### src/rtl/pitl_ram.sv
// generic single write port, single read port ram with registered read
// no dependencies
module pitl_ram #(
    parameter int WIDTH = 8,
    parameter int DEPTH = 64,
    localparam int AW = (DEPTH > 1) ? $clog2(DEPTH) : 1
) (
    input  logic             clk,
    input  logic             we,
    input  logic [AW-1:0]    waddr,
    input  logic [WIDTH-1:0] wdata,
    input  logic [AW-1:0]    raddr,
    output logic [WIDTH-1:0] rdata
);

    logic [WIDTH-1:0] mem [DEPTH];
    logic [WIDTH-1:0] rdata_reg;

    always_ff @(posedge clk)
    begin
        if (we)
        begin
            mem[waddr] <= wdata;
        end
        rdata_reg <= mem[raddr];
    end

    assign rdata = rdata_reg;

endmodule

### config.mk
export PLATFORM = sky130hd
export DESIGN_NAME = pitl_ram
export DESIGN_NICKNAME = d
export VERILOG_FILES = /design/src/rtl/pitl_ram.sv
export SDC_FILE = /design/constraint.sdc
export NUM_CORES = 1
export LEC_CHECK = 0
export BUFFER_PORTS_ARGS = -buffer_cell sky130_fd_sc_hd__buf_2
export CORE_MARGIN = 2
export CORE_UTILIZATION = 50
export CTS_BUF_LIST = sky130_fd_sc_hd__clkbuf_8 sky130_fd_sc_hd__clkbuf_16
export DETAILED_ROUTE_END_ITERATION = 10
export HOLD_SLACK_MARGIN = 0.08
export PLACE_DENSITY = 0.73
export SLEW_MARGIN = 40
export SYNTH_ARGS = -nofsm -noshare
export SYNTH_HDL_FRONTEND = slang
export SYNTH_SLANG_ARGS = --single-unit
### constraint.sdc
create_clock -name clk -period 2.43 [get_ports clk]
set_clock_uncertainty 0.1 [all_clocks]
set_input_delay 0.486 -clock clk [delete_from_list [all_inputs] [get_ports clk]]
set_output_delay 0.486 -clock clk [all_outputs]
set_load 0.005 [all_outputs]
==> impl_metrics.env <==
export IMPL_antennaDiodeCount=0
export IMPL_largest_reg_flops=512
export IMPL_nets=1136
export IMPL_syn_to_final_growth_pct=17.2
export IMPL_cts_made_buffers=49
export IMPL_grt_pass1_wl_um=68800
export IMPL_numPortBuffers=29
export IMPL_cts_setup_buffers=0
export IMPL_ios=30
export IMPL_status="complete, no violations"
export IMPL_clkLatencyLatePin_ns=0.57
export IMPL_wl_um=46000
export IMPL_ant_nets=0
export IMPL_vias=10198
export IMPL_fp_dieW_um=205
export IMPL_hpwl_um=29500
export IMPL_synth_seq_cells=520
export IMPL_fin_total_pwr_mw=18.7
export IMPL_hold_viol_final=0
export IMPL_postSynthAreaPerCell_um2=21.5
export IMPL_yosysSeqAreaShare=0.770
export IMPL_synth_edff_count=512
export IMPL_post_place_ws_ns=-0.425
export IMPL_nFillCells=2737
export IMPL_hold_path_class="in2reg"
export IMPL_cts_tree="yes"
export IMPL_rsz0062_at_grt="false"
export IMPL_clock_fmax_mhz=448
export IMPL_clkSinkCount=520
export IMPL_synth_fp_nets=962
export IMPL_crit_fanout=18
export IMPL_fin_ws_ns=0.196
export IMPL_cap_violations=0
export IMPL_cts_root_buffer="clkbuf_16"
export IMPL_arrival_ns=2.57
export IMPL_drive_gt1_frac=0.334
export IMPL_fin_tns_setup_ns=0
export IMPL_end_kind="flip-flop"
export IMPL_drv_slew=0
export IMPL_ys_flop_type="edfxtp_1"
export IMPL_grt_overflow=0
export IMPL_peakVddDrop_mv=0.447
export IMPL_grt_antenna_before_repair=0
export IMPL_drt_iter0_markers=1169
export IMPL_required_ns=2.77
export IMPL_synth_async_reset_ratio=0
export IMPL_tightest_slew_ns=0.731
export IMPL_p_leak_nw=7.75
export IMPL_clk_pin_slew_worst_paths_ns=0.06
export IMPL_min_period_over_period=0.919
export IMPL_die_y_um=205
export IMPL_period_minus_slack_ns=2.23
export IMPL_synth_warnings=0
export IMPL_grt_usage=0.228
export IMPL_relSlewSlack=0.500
export IMPL_setup_viol=0
export IMPL_route_detailed_drc=0
export IMPL_cts_path_max_buffers=3
export IMPL_start_kind="primary input"
export IMPL_post_route_util=0.595
export IMPL_crit_type="in2reg"
export IMPL_wire_per_inst_um=27.4
export IMPL_ctsHoldBuffers=0
export IMPL_grt_max_degree=65
export IMPL_core_um2=39700
export IMPL_ys_types=40
export IMPL_cts_resized=0
export IMPL_dieArea_um2=42000
export IMPL_netlist_instances=940
export IMPL_syn_area_um2=20200
export IMPL_start_util=0.508
export IMPL_grt_pass1_vias=10460
export IMPL_htreeDepth=2
export IMPL_powerDensity_nw_per_um2=791
export IMPL_routabilityCongestion=0.814
export IMPL_firstDrtPassIters=6
export IMPL_rows=73
export IMPL_avgViaCountPerCell=6.07
## synth_stat cells, types with 3 or more instances
library cell,n,area share
nor2_1,83,0.015
buf_6,4,0.0022
nand2_1,19,0.0035
nand3_1,13,0.0032
o2111ai_1,3,0.0013
o221ai_1,8,0.0035
o22ai_1,8,0.0025
nor2b_1,14,0.0043
edfxtp_1,512,0.76
mux2_2,13,0.0073
a211oi_1,4,0.0015
mux4_2,126,0.14
buf_2,11,0.0027
o2bb2ai_1,3,0.0013
dfxtp_1,8,0.0079
nor3_1,7,0.0017
a22oi_1,3,0.0011
buf_1,4,0.00074
nand3b_1,3,0.0011
a21oi_1,3,0.00074
buf_4,13,0.0048
a221oi_1,6,0.0026
clkbuf_1,17,0.0032
mux2i_1,23,0.011
nand2b_1,7,0.0022
## power by group
group	switching (mW)	internal, mW	leakage (nW)
combinational	0.589	0.446	2.22
clock	3.18	4.52	0.853
sequential	0.0319	9.92	4.67
## metrics by stage
step                      std cells  hold WS (ns)  instance area, um2
after floorplan                 940         0.485               20200
after global placement         1588         0.706               22000
after detailed placement       1588         0.741               22000
after CTS                      1680         0.198               23600
after global routing           1680         0.223               23600
final                          1680         0.230               23600
## routing by layer
metal  global-route usage  part of all wire  wire length [um]  vias to the layer above
met5                    0                 0                 0                        -
met1                0.320              0.39             17900                     5305
li1                     -                 -                 -                     4277
met4               0.0761             0.030              1390                        0
met2                0.371              0.50             22900                      535
met3               0.0347             0.083              3810                       81
## path summary, 6_finish.rpt
check	startpoint	end	slack [ns]	cells after the start
max reg2reg	mem[3][5]	rdata[5]	0.25	5
min	wdata[2]	mem[3][2]	0.23	1
max	raddr[0]	rdata[5]	0.20	7
min reg2reg	mem[18][0]	rdata[0]	0.75	4
## cells by family after synthesis
| kind of cell | share of synthesized area |
|---|---|
| and+or+nand+nor | 0.0339 |
| buffers and inverters | 0.0157 |
| AOI/OAI and AO/OA | 0.0207 |
| DFF | 0.770 |
| muxes | 0.159 |
## worst max-delay path: stages
cell and delay (ns):
clkbuf_8 0.28, buf_4 0.19, mux4_2 0.51, nor2b_1 0.15
a2111oi_0 0.67, buf_4 0.22, o41ai_1 0.06
## cell usage in the layout, fill, tap and decap left out, types with 13 or more instances in the layout
master / netlist / final
buf_12: 2 / 19
buf_2: 11 / 26
buf_4: 13 / 128
clkbuf_16: 0 / 51
edfxtp_1: 512 / 512
inv_1: 0 / 14
mux2_2: 13 / 13
mux2i_1: 23 / 23
mux4_2: 126 / 126
nand2_1: 19 / 19
nand3_1: 13 / 13
nor2_1: 83 / 83
nor2b_1: 14 / 14
## area by class of cell
| class | instances | area [um2] | share of cell area |
|---|---|---|---|
| clock buffer | 54 | 1320 | 0.0557 |
| clock inverter | 38 | 329 | 0.0139 |
| tap | 525 | 657 | 0.0278 |
| sequential | 520 | 15500 | 0.657 |
| multi-input combinational | 369 | 4320 | 0.183 |
| timing repair buffer | 174 | 1490 | 0.0628 |
(Power assumes the default switching activity.)
