==> src/rtl/pitl_pkg.sv <==
// shared types and codes of the page interval table lookup core
// no dependencies
package pitl_pkg;

    localparam logic MODE_ADD    = 1'b0;
    localparam logic MODE_LOOKUP = 1'b1;

    localparam logic [1:0] STATUS_OK    = 2'd0;
    localparam logic [1:0] STATUS_EMPTY = 2'd1;
    localparam logic [1:0] STATUS_FULL  = 2'd2;

    localparam int S_DATA_W = 136;
    localparam int M_DATA_W = 72;

    typedef struct packed {
        logic        mode;
        logic [31:0] start_page;
        logic [31:0] page_count;
        logic [31:0] owner_table;
        logic        rel_flag;
        logic [31:0] query_page;
    } item_t;

    typedef struct packed {
        logic        hit;
        logic [31:0] found_table;
        logic        found_rel;
        logic [1:0]  add_status;
        logic [31:0] largest_table;
    } result_t;

    typedef struct packed {
        logic        rel;
        logic [31:0] owner;
        logic [32:0] end_page;
        logic [31:0] start_page;
    } entry_t;

endpackage

==> src/rtl/pitl_ctrl.sv <==
// sequencer of the lookup core: binary search, insert shifting, shared comparator
// depends on pitl_pkg
module pitl_ctrl #(
    parameter int MAX_INTERVALS = 64,
    localparam int AW = (MAX_INTERVALS > 1) ? $clog2(MAX_INTERVALS) : 1,
    localparam int CW = $clog2(MAX_INTERVALS + 1)
) (
    input  logic               clk,
    input  logic               rst_n,
    input  logic               req_valid,
    output logic               req_ready,
    input  pitl_pkg::item_t    req_item,
    output logic               res_valid,
    input  logic               res_ready,
    output pitl_pkg::result_t  res,
    output logic [AW-1:0]      rd_addr,
    input  pitl_pkg::entry_t   rd_data,
    output logic               wr_en,
    output logic [AW-1:0]      wr_addr,
    output pitl_pkg::entry_t   wr_data
);

    typedef enum logic [4:0] {
        ST_IDLE   = 5'b00001,
        ST_PROBE  = 5'b00010,
        ST_LCHECK = 5'b00100,
        ST_SHIFT  = 5'b01000,
        ST_INSERT = 5'b10000
    } state_t;

    localparam logic [CW-1:0] MAX_COUNT = CW'(MAX_INTERVALS);
    localparam logic [CW-1:0] ONE       = CW'(1);

    state_t            state_reg, state_next;
    logic              done_reg, done_next;
    logic [CW-1:0]     count_reg, count_next;
    logic [31:0]       max_owner_reg, max_owner_next;
    pitl_pkg::item_t   item_reg, item_next;
    pitl_pkg::result_t res_reg, res_next;
    logic [CW-1:0]     lo_reg, lo_next;
    logic [CW-1:0]     hi_reg, hi_next;
    logic [CW-1:0]     mid_reg, mid_next;
    logic [CW-1:0]     pos_reg, pos_next;
    logic [CW-1:0]     idx_reg, idx_next;

    logic [32:0]       cmp_a, cmp_b;
    logic              cmp_lt;
    logic              search_fin;
    logic [CW-1:0]     fin_pos;
    logic [CW-1:0]     addr_wide;
    logic [31:0]       key;

    // shared comparator
    assign cmp_lt = cmp_a < cmp_b;
    assign key = (item_reg.mode == pitl_pkg::MODE_LOOKUP) ? item_reg.query_page
                                                          : item_reg.start_page;

    always_comb
    begin
        state_next     = state_reg;
        done_next      = done_reg;
        count_next     = count_reg;
        max_owner_next = max_owner_reg;
        item_next      = item_reg;
        res_next       = res_reg;
        lo_next        = lo_reg;
        hi_next        = hi_reg;
        mid_next       = mid_reg;
        pos_next       = pos_reg;
        idx_next       = idx_reg;
        cmp_a          = {1'b0, key};
        cmp_b          = {1'b0, rd_data.start_page};
        search_fin     = 1'b0;
        fin_pos        = lo_reg;
        addr_wide      = mid_reg;
        wr_en          = 1'b0;
        wr_addr        = idx_reg[AW-1:0];
        wr_data        = rd_data;

        case (state_reg)
            ST_IDLE:
            begin
                if (done_reg)
                begin
                    if (res_ready)
                    begin
                        done_next = 1'b0;
                    end
                end
                else if (req_valid)
                begin
                    item_next = req_item;
                    lo_next   = '0;
                    hi_next   = count_reg;
                    res_next  = '{hit: 1'b0, found_table: 32'd0, found_rel: 1'b0,
                                  add_status: pitl_pkg::STATUS_OK,
                                  largest_table: max_owner_reg};
                    if (req_item.mode == pitl_pkg::MODE_ADD && req_item.page_count == 32'd0)
                    begin
                        res_next.add_status = pitl_pkg::STATUS_EMPTY;
                        done_next = 1'b1;
                    end
                    else if (req_item.mode == pitl_pkg::MODE_ADD && count_reg == MAX_COUNT)
                    begin
                        res_next.add_status = pitl_pkg::STATUS_FULL;
                        done_next = 1'b1;
                    end
                    else if (count_reg != '0)
                    begin
                        mid_next   = count_reg >> 1;
                        addr_wide  = mid_next;
                        state_next = ST_PROBE;
                    end
                    else
                    begin
                        search_fin = 1'b1;
                        fin_pos    = '0;
                    end
                end
            end
            ST_PROBE:
            begin
                if (cmp_lt)
                begin
                    hi_next = mid_reg;
                end
                else
                begin
                    lo_next = mid_reg + ONE;
                end
                if (lo_next < hi_next)
                begin
                    mid_next  = lo_next + ((hi_next - lo_next) >> 1);
                    addr_wide = mid_next;
                end
                else
                begin
                    search_fin = 1'b1;
                    fin_pos    = lo_next;
                end
            end
            ST_LCHECK:
            begin
                cmp_a = {1'b0, item_reg.query_page};
                cmp_b = rd_data.end_page;
                if (cmp_lt)
                begin
                    res_next.hit         = 1'b1;
                    res_next.found_table = rd_data.owner;
                    res_next.found_rel   = rd_data.rel;
                end
                done_next  = 1'b1;
                state_next = ST_IDLE;
            end
            ST_SHIFT:
            begin
                wr_en    = 1'b1;
                wr_addr  = idx_reg[AW-1:0];
                wr_data  = rd_data;
                idx_next = idx_reg - ONE;
                if (idx_next > pos_reg)
                begin
                    addr_wide = idx_next - ONE;
                end
                else
                begin
                    state_next = ST_INSERT;
                end
            end
            ST_INSERT:
            begin
                wr_en   = 1'b1;
                wr_addr = pos_reg[AW-1:0];
                wr_data = '{rel: item_reg.rel_flag, owner: item_reg.owner_table,
                            end_page: {1'b0, item_reg.start_page}
                                      + {1'b0, item_reg.page_count},
                            start_page: item_reg.start_page};
                count_next = count_reg + ONE;
                cmp_a = {1'b0, max_owner_reg};
                cmp_b = {1'b0, item_reg.owner_table};
                if (cmp_lt)
                begin
                    max_owner_next = item_reg.owner_table;
                end
                res_next.largest_table = max_owner_next;
                done_next  = 1'b1;
                state_next = ST_IDLE;
            end
            default:
            begin
                state_next = ST_IDLE;
            end
        endcase

        // end of the search: pick the follow-up step from the found position
        if (search_fin)
        begin
            pos_next = fin_pos;
            if (item_next.mode == pitl_pkg::MODE_LOOKUP)
            begin
                if (fin_pos == '0)
                begin
                    done_next  = 1'b1;
                    state_next = ST_IDLE;
                end
                else
                begin
                    addr_wide  = fin_pos - ONE;
                    state_next = ST_LCHECK;
                end
            end
            else
            begin
                idx_next = count_reg;
                if (count_reg > fin_pos)
                begin
                    addr_wide  = count_reg - ONE;
                    state_next = ST_SHIFT;
                end
                else
                begin
                    state_next = ST_INSERT;
                end
            end
        end
    end

    assign rd_addr   = addr_wide[AW-1:0];
    assign req_ready = (state_reg == ST_IDLE) && !done_reg;
    assign res_valid = done_reg;
    assign res       = res_reg;

    always_ff @(posedge clk or negedge rst_n)
    begin
        if (!rst_n)
        begin
            state_reg     <= ST_IDLE;
            done_reg      <= 1'b0;
            count_reg     <= '0;
            max_owner_reg <= '0;
        end
        else
        begin
            state_reg     <= state_next;
            done_reg      <= done_next;
            count_reg     <= count_next;
            max_owner_reg <= max_owner_next;
        end
    end

    always_ff @(posedge clk)
    begin
        item_reg <= item_next;
        res_reg  <= res_next;
        lo_reg   <= lo_next;
        hi_reg   <= hi_next;
        mid_reg  <= mid_next;
        pos_reg  <= pos_next;
        idx_reg  <= idx_next;
    end

endmodule

==> config.mk <==
export PLATFORM = sky130hd
export DESIGN_NAME = pitl_ctrl
export DESIGN_NICKNAME = d
export VERILOG_FILES = /design/src/rtl/pitl_pkg.sv /design/src/rtl/pitl_ctrl.sv
export SDC_FILE = /design/constraint.sdc
export NUM_CORES = 1
export LEC_CHECK = 0
export BUFFER_PORTS_ARGS = -buffer_cell sky130_fd_sc_hd__buf_2
export CAP_MARGIN = 5
export CORE_MARGIN = 3
export CORE_UTILIZATION = 40
export CTS_CLUSTER_SIZE = 40
export DETAILED_ROUTE_END_ITERATION = 12
export RECOVER_POWER = 100
export SLEW_MARGIN = 20
export SYNTH_ARGS = -nofsm -noshare
export SYNTH_HDL_FRONTEND = slang
export SYNTH_SLANG_ARGS = --single-unit
==> constraint.sdc <==
create_clock -name clk -period 17.9 [get_ports clk]
set_clock_uncertainty 0.2 [all_clocks]
set_input_delay 2.685 -clock clk [delete_from_list [all_inputs] [get_ports clk]]
set_output_delay 2.685 -clock clk [all_outputs]
set_load 0.01 [all_outputs]
==> key figures <==
Status
  • Status: complete, but fails checks
  • Failing checks: capacitance limit, slew limit

Logic synthesis
  • Mux cell area share after synthesis: 3.202%
  • Post-synth EDFFs: 225
  • Area share of the largest cell type after synthesis: 41.27%
  • Synth Area in Compound Gates: 14.80%
  • Synth Area in Simple Gates: 16.55%
  • Yosys warning count: 0
  • Mean post-synth cell area: 9.875 sq um
  • Async set-reset flop share out of synthesis: 16.19%
  • Synth Area in XOR/XNOR: 4.226%
  • Synth Flop Type: edfxtp_1
  • Yosys top cell by area: edfxtp_1
  • Syn Std Cell Area: 0.01637 sq mm
  • Seq cells post-synth: 278
  • Post-Synth Adder-Cell Area: 7.909%
  • Largest family of logic cells by synthesized area: simple AND/OR/NAND/NOR gates
  • Cell variety after synth: 79
  • Synth area leaders: edfxtp_1 (41%), nand2_1 (9.0%), ha_1 (7.1%)
  • Mapped Cells: 1658
  • Seq/Total Area, Yosys: 49.13%
  • Synthesized Nets: 1986

Die
  • Die Ht: 208.3 microns
  • Placeable Area: 0.04010 sq mm
  • DIE AREA: 0.04340 sq mm
  • Die W: 208.3 microns
  • Num rows: 73
  • Top Ports: 413
  • Initial Util: 40.83%

Routing
  • DRC marker count from the first detailed-route iteration: 1317
  • Routed via count: 14400
  • Antenna viol nets, final: 0
  • Drc violations: 0
  • Routed WL: 60410 microns
  • Via density: 5.555
  • DRT Pass-1 Iters: 8
  • Per-cell routed wire length: 23.30 microns

Timing
  • Relative slew slack: -185.1%
  • Setup-failing EPs final: 0
  • Final Hold Vio Count: 0
  • Fin crit share: 87.18%
  • Setup_tns: 0 ns
  • Slew @ Worst Pin: 4.277 ns
  • Fin crit period: 15.61 ns
  • Fmax: 0.06408 GHz
  • Final Max Slew Viols: 569
  • Final WS setup: 2.295 ns
  • RSZ-0062 raised after global routing: false

Pwr
  • Pint: 2.414 mW
  • Sequential Power Share: 28.1%
  • Leak: 8.530 nW
  • Gate power share: 56.0%
  • Switching pwr: 2.053 mW
  • Worst-case vdd ir drop: 0.1991 mV
  • Clock power frac: 15.9%
  • Final Power: 4.467 mW
  • Net Sw Frac: 45.97%
  • Pwr dens: 226.4 mW/mm^2

Clocking
  • TritonCTS buffer count: 34
  • Root buffer cell: clkbuf_16
  • CTS clk-pin slew, worst paths: 0.06 ns
  • CTS Sinks: 278
  • Post-CTS Setup Inserts: 0
  • CTS tree: done
  • Htree depth: 2
  • CTS resizes: 0
  • Worst-Skew Late Latency: 0.54 ns
  • Longest Clk Path Bufs: 3
  • CTS Hold Bufs: 0

Critical path
  • Crit-path slowest cell: and3_1
  • Reg-to-Reg Start: state_reg[4]
  • Worst Path Required: 15.01 ns
  • CP max stage delay: 1.71 ns
  • CP startpoint: state_reg[4]
  • Critical path class: reg2out
  • CP startpoint kind: flop
  • Critical path capture point type: output port
  • Worst-path maximum fanout: 42
  • R2R setup slack: 5.96 ns
  • CP arrival: 12.72 ns

Place
  • Post-DP Area: 0.01894 sq mm
  • Pre-CTS setup slack: 3.622 ns
  • Placed Instances: 2527
  • RePlAce Congestion: 0.9775
  • Port Buf Inserts: 412
  • HPWL after detailed placement: 44560 microns

Final layout
  • Largest register FFs: 130
  • Fin nets: 2366
  • Share of cells above drive strength 1: 15.08%
  • Final non-filler cell total: 2593
  • Area delta synth->final: 20.48%
  • Fin area: 0.01973 sq mm
  • Fill count: 3913

Global routing
  • GR Overflow Total: 0
  • Antenna violations before repair: 4
  • Overall Global Routing Usage: 26.70%
  • Vias in the first global route: 14290
  • First-pass GRT wire length: 89000 microns
  • Largest net degree at the start of global routing: 83

Hold path
  • HP Start: max_owner_reg[24]
  • HP Class: reg2reg

Flow run
  • Maximum capacitance violations: 12
==> cell usage after synthesis, types with 12 or more instances <==
master / count
a21o_1: 13
xor2_1: 31
nor3_1: 21
nand4_1: 12
xnor2_1: 48
edfxtp_1: 225
and2_1: 35
a21oi_1: 96
inv_1: 92
ha_1: 93
o21ai_0: 91
o21a_1: 12
dfrtp_1: 44
mux2i_1: 13
nand2_1: 392
mux2_2: 35
clkbuf_1: 77
nand2b_1: 15
nand3_1: 22
nor2_1: 53
a22o_1: 32
a222oi_1: 32
==> placed cells by master (no fill, tap or decap), types with 7 or more instances in the layout <==
| cell type | count |
|---|---|
| edfxtp_1 | 225 |
| o31ai_1 | 9 |
| nor2_1 | 52 |
| nor2b_1 | 10 |
| o221a_2 | 7 |
| nand2_1 | 392 |
| nor3_1 | 22 |
| xnor2_1 | 48 |
| inv_1 | 92 |
| clkbuf_16 | 35 |
| or3_1 | 10 |
| ha_1 | 93 |
| nand4_1 | 12 |
| buf_4 | 9 |
| and2_0 | 21 |
| o21a_1 | 12 |
| clkbuf_1 | 231 |
| maj3_1 | 7 |
| dfrtp_1 | 44 |
| and3_1 | 10 |
| and2_1 | 14 |
| xor2_1 | 31 |
| nand3_1 | 22 |
| o221ai_1 | 9 |
| a21oi_1 | 96 |
| dfxtp_1 | 8 |
| mux2_2 | 33 |
| buf_2 | 201 |
| nand2b_1 | 15 |
| nor4_1 | 11 |
| mux2i_1 | 13 |
| o21ai_0 | 91 |
| a21o_1 | 13 |
| a22o_1 | 32 |
| a222oi_1 | 32 |
==> stage by stage <==
| stage | hold slack, ns | util [%] |
|---|---|---|
| floorplan | 0.2869 | - |
| global placement | 0.3154 | 47.24 |
| detailed placement | 0.3232 | 47.24 |
| CTS | 0.3360 | 50.03 |
| global route | 0.3519 | 49.18 |
| finish | 0.3355 | 49.20 |
==> power groups by stage <==
stage	registers [mW]	logic [mW]	clock network (mW)
2_1_floorplan	1.20	1.71	0
3_3_place_gp	1.24	2.50	0
3_5_place_dp	1.24	2.51	0
4_1_cts	1.23	2.53	0.720
5_1_grt	1.28	2.76	0.747
6_report	1.26	2.50	0.709
==> cell families (layout without fill, tap and decap cells) <==
kind of cell	after synthesis	in the layout
and+or+nand+nor	614	614
AOI/OAI and AO/OA	357	357
DFF	278	278
buffers and inverters	179	584
adders and majority gates	103	103
xor gates and xnor gates	79	79
muxes	48	48
other	0	5
==> layer usage <==
metal	track usage, %	part of all wire [%]	vias up
met5	0	0.022	-
met4	8.463	2.8	2
met3	4.704	7.7	100
met2	44.74	48	681
met1	35.28	42	6897
li1	-	-	6723
==> critical path: cells and delay by family, from the launching register on <==
family	cells	cell delay [ns]
multiplexers	1	0.65
flip-flops	1	0.44
buffers and inverters	4	0.92
AND/OR/NAND/NOR	16	5.14
adder cells (fa/ha/maj)	4	1.35
AO/OA/AOI/OAI	16	3.69
==> layout make-up <==
class,instances,area [sq um],share of cell area (%)
clock buffers,48,944.7,4.789
repair buffers,430,1899,9.628
diodes,5,12.51,0.06343
well taps,525,656.9,3.330
clock inverters,13,173.9,0.8816
multi-input cells,1201,7645,38.75
inverters,93,350.3,1.776
flip-flops and latches,278,8044,40.78
==> final timing paths <==
| kind | endpoint | cells past startpoint |
|---|---|---|
| setup / recovery | rd_addr[3] | 41 |
| hold / removal | max_owner_reg[24] | 1 |
| setup reg to reg | state_reg[3] | 38 |
| hold reg to reg | max_owner_reg[24] | 1 |
| max in group asynchronous | count_reg[3] | 2 |
| min in group asynchronous | max_owner_reg[17] | 2 |
No activity file was read; power rests on OpenSTA's default activity.
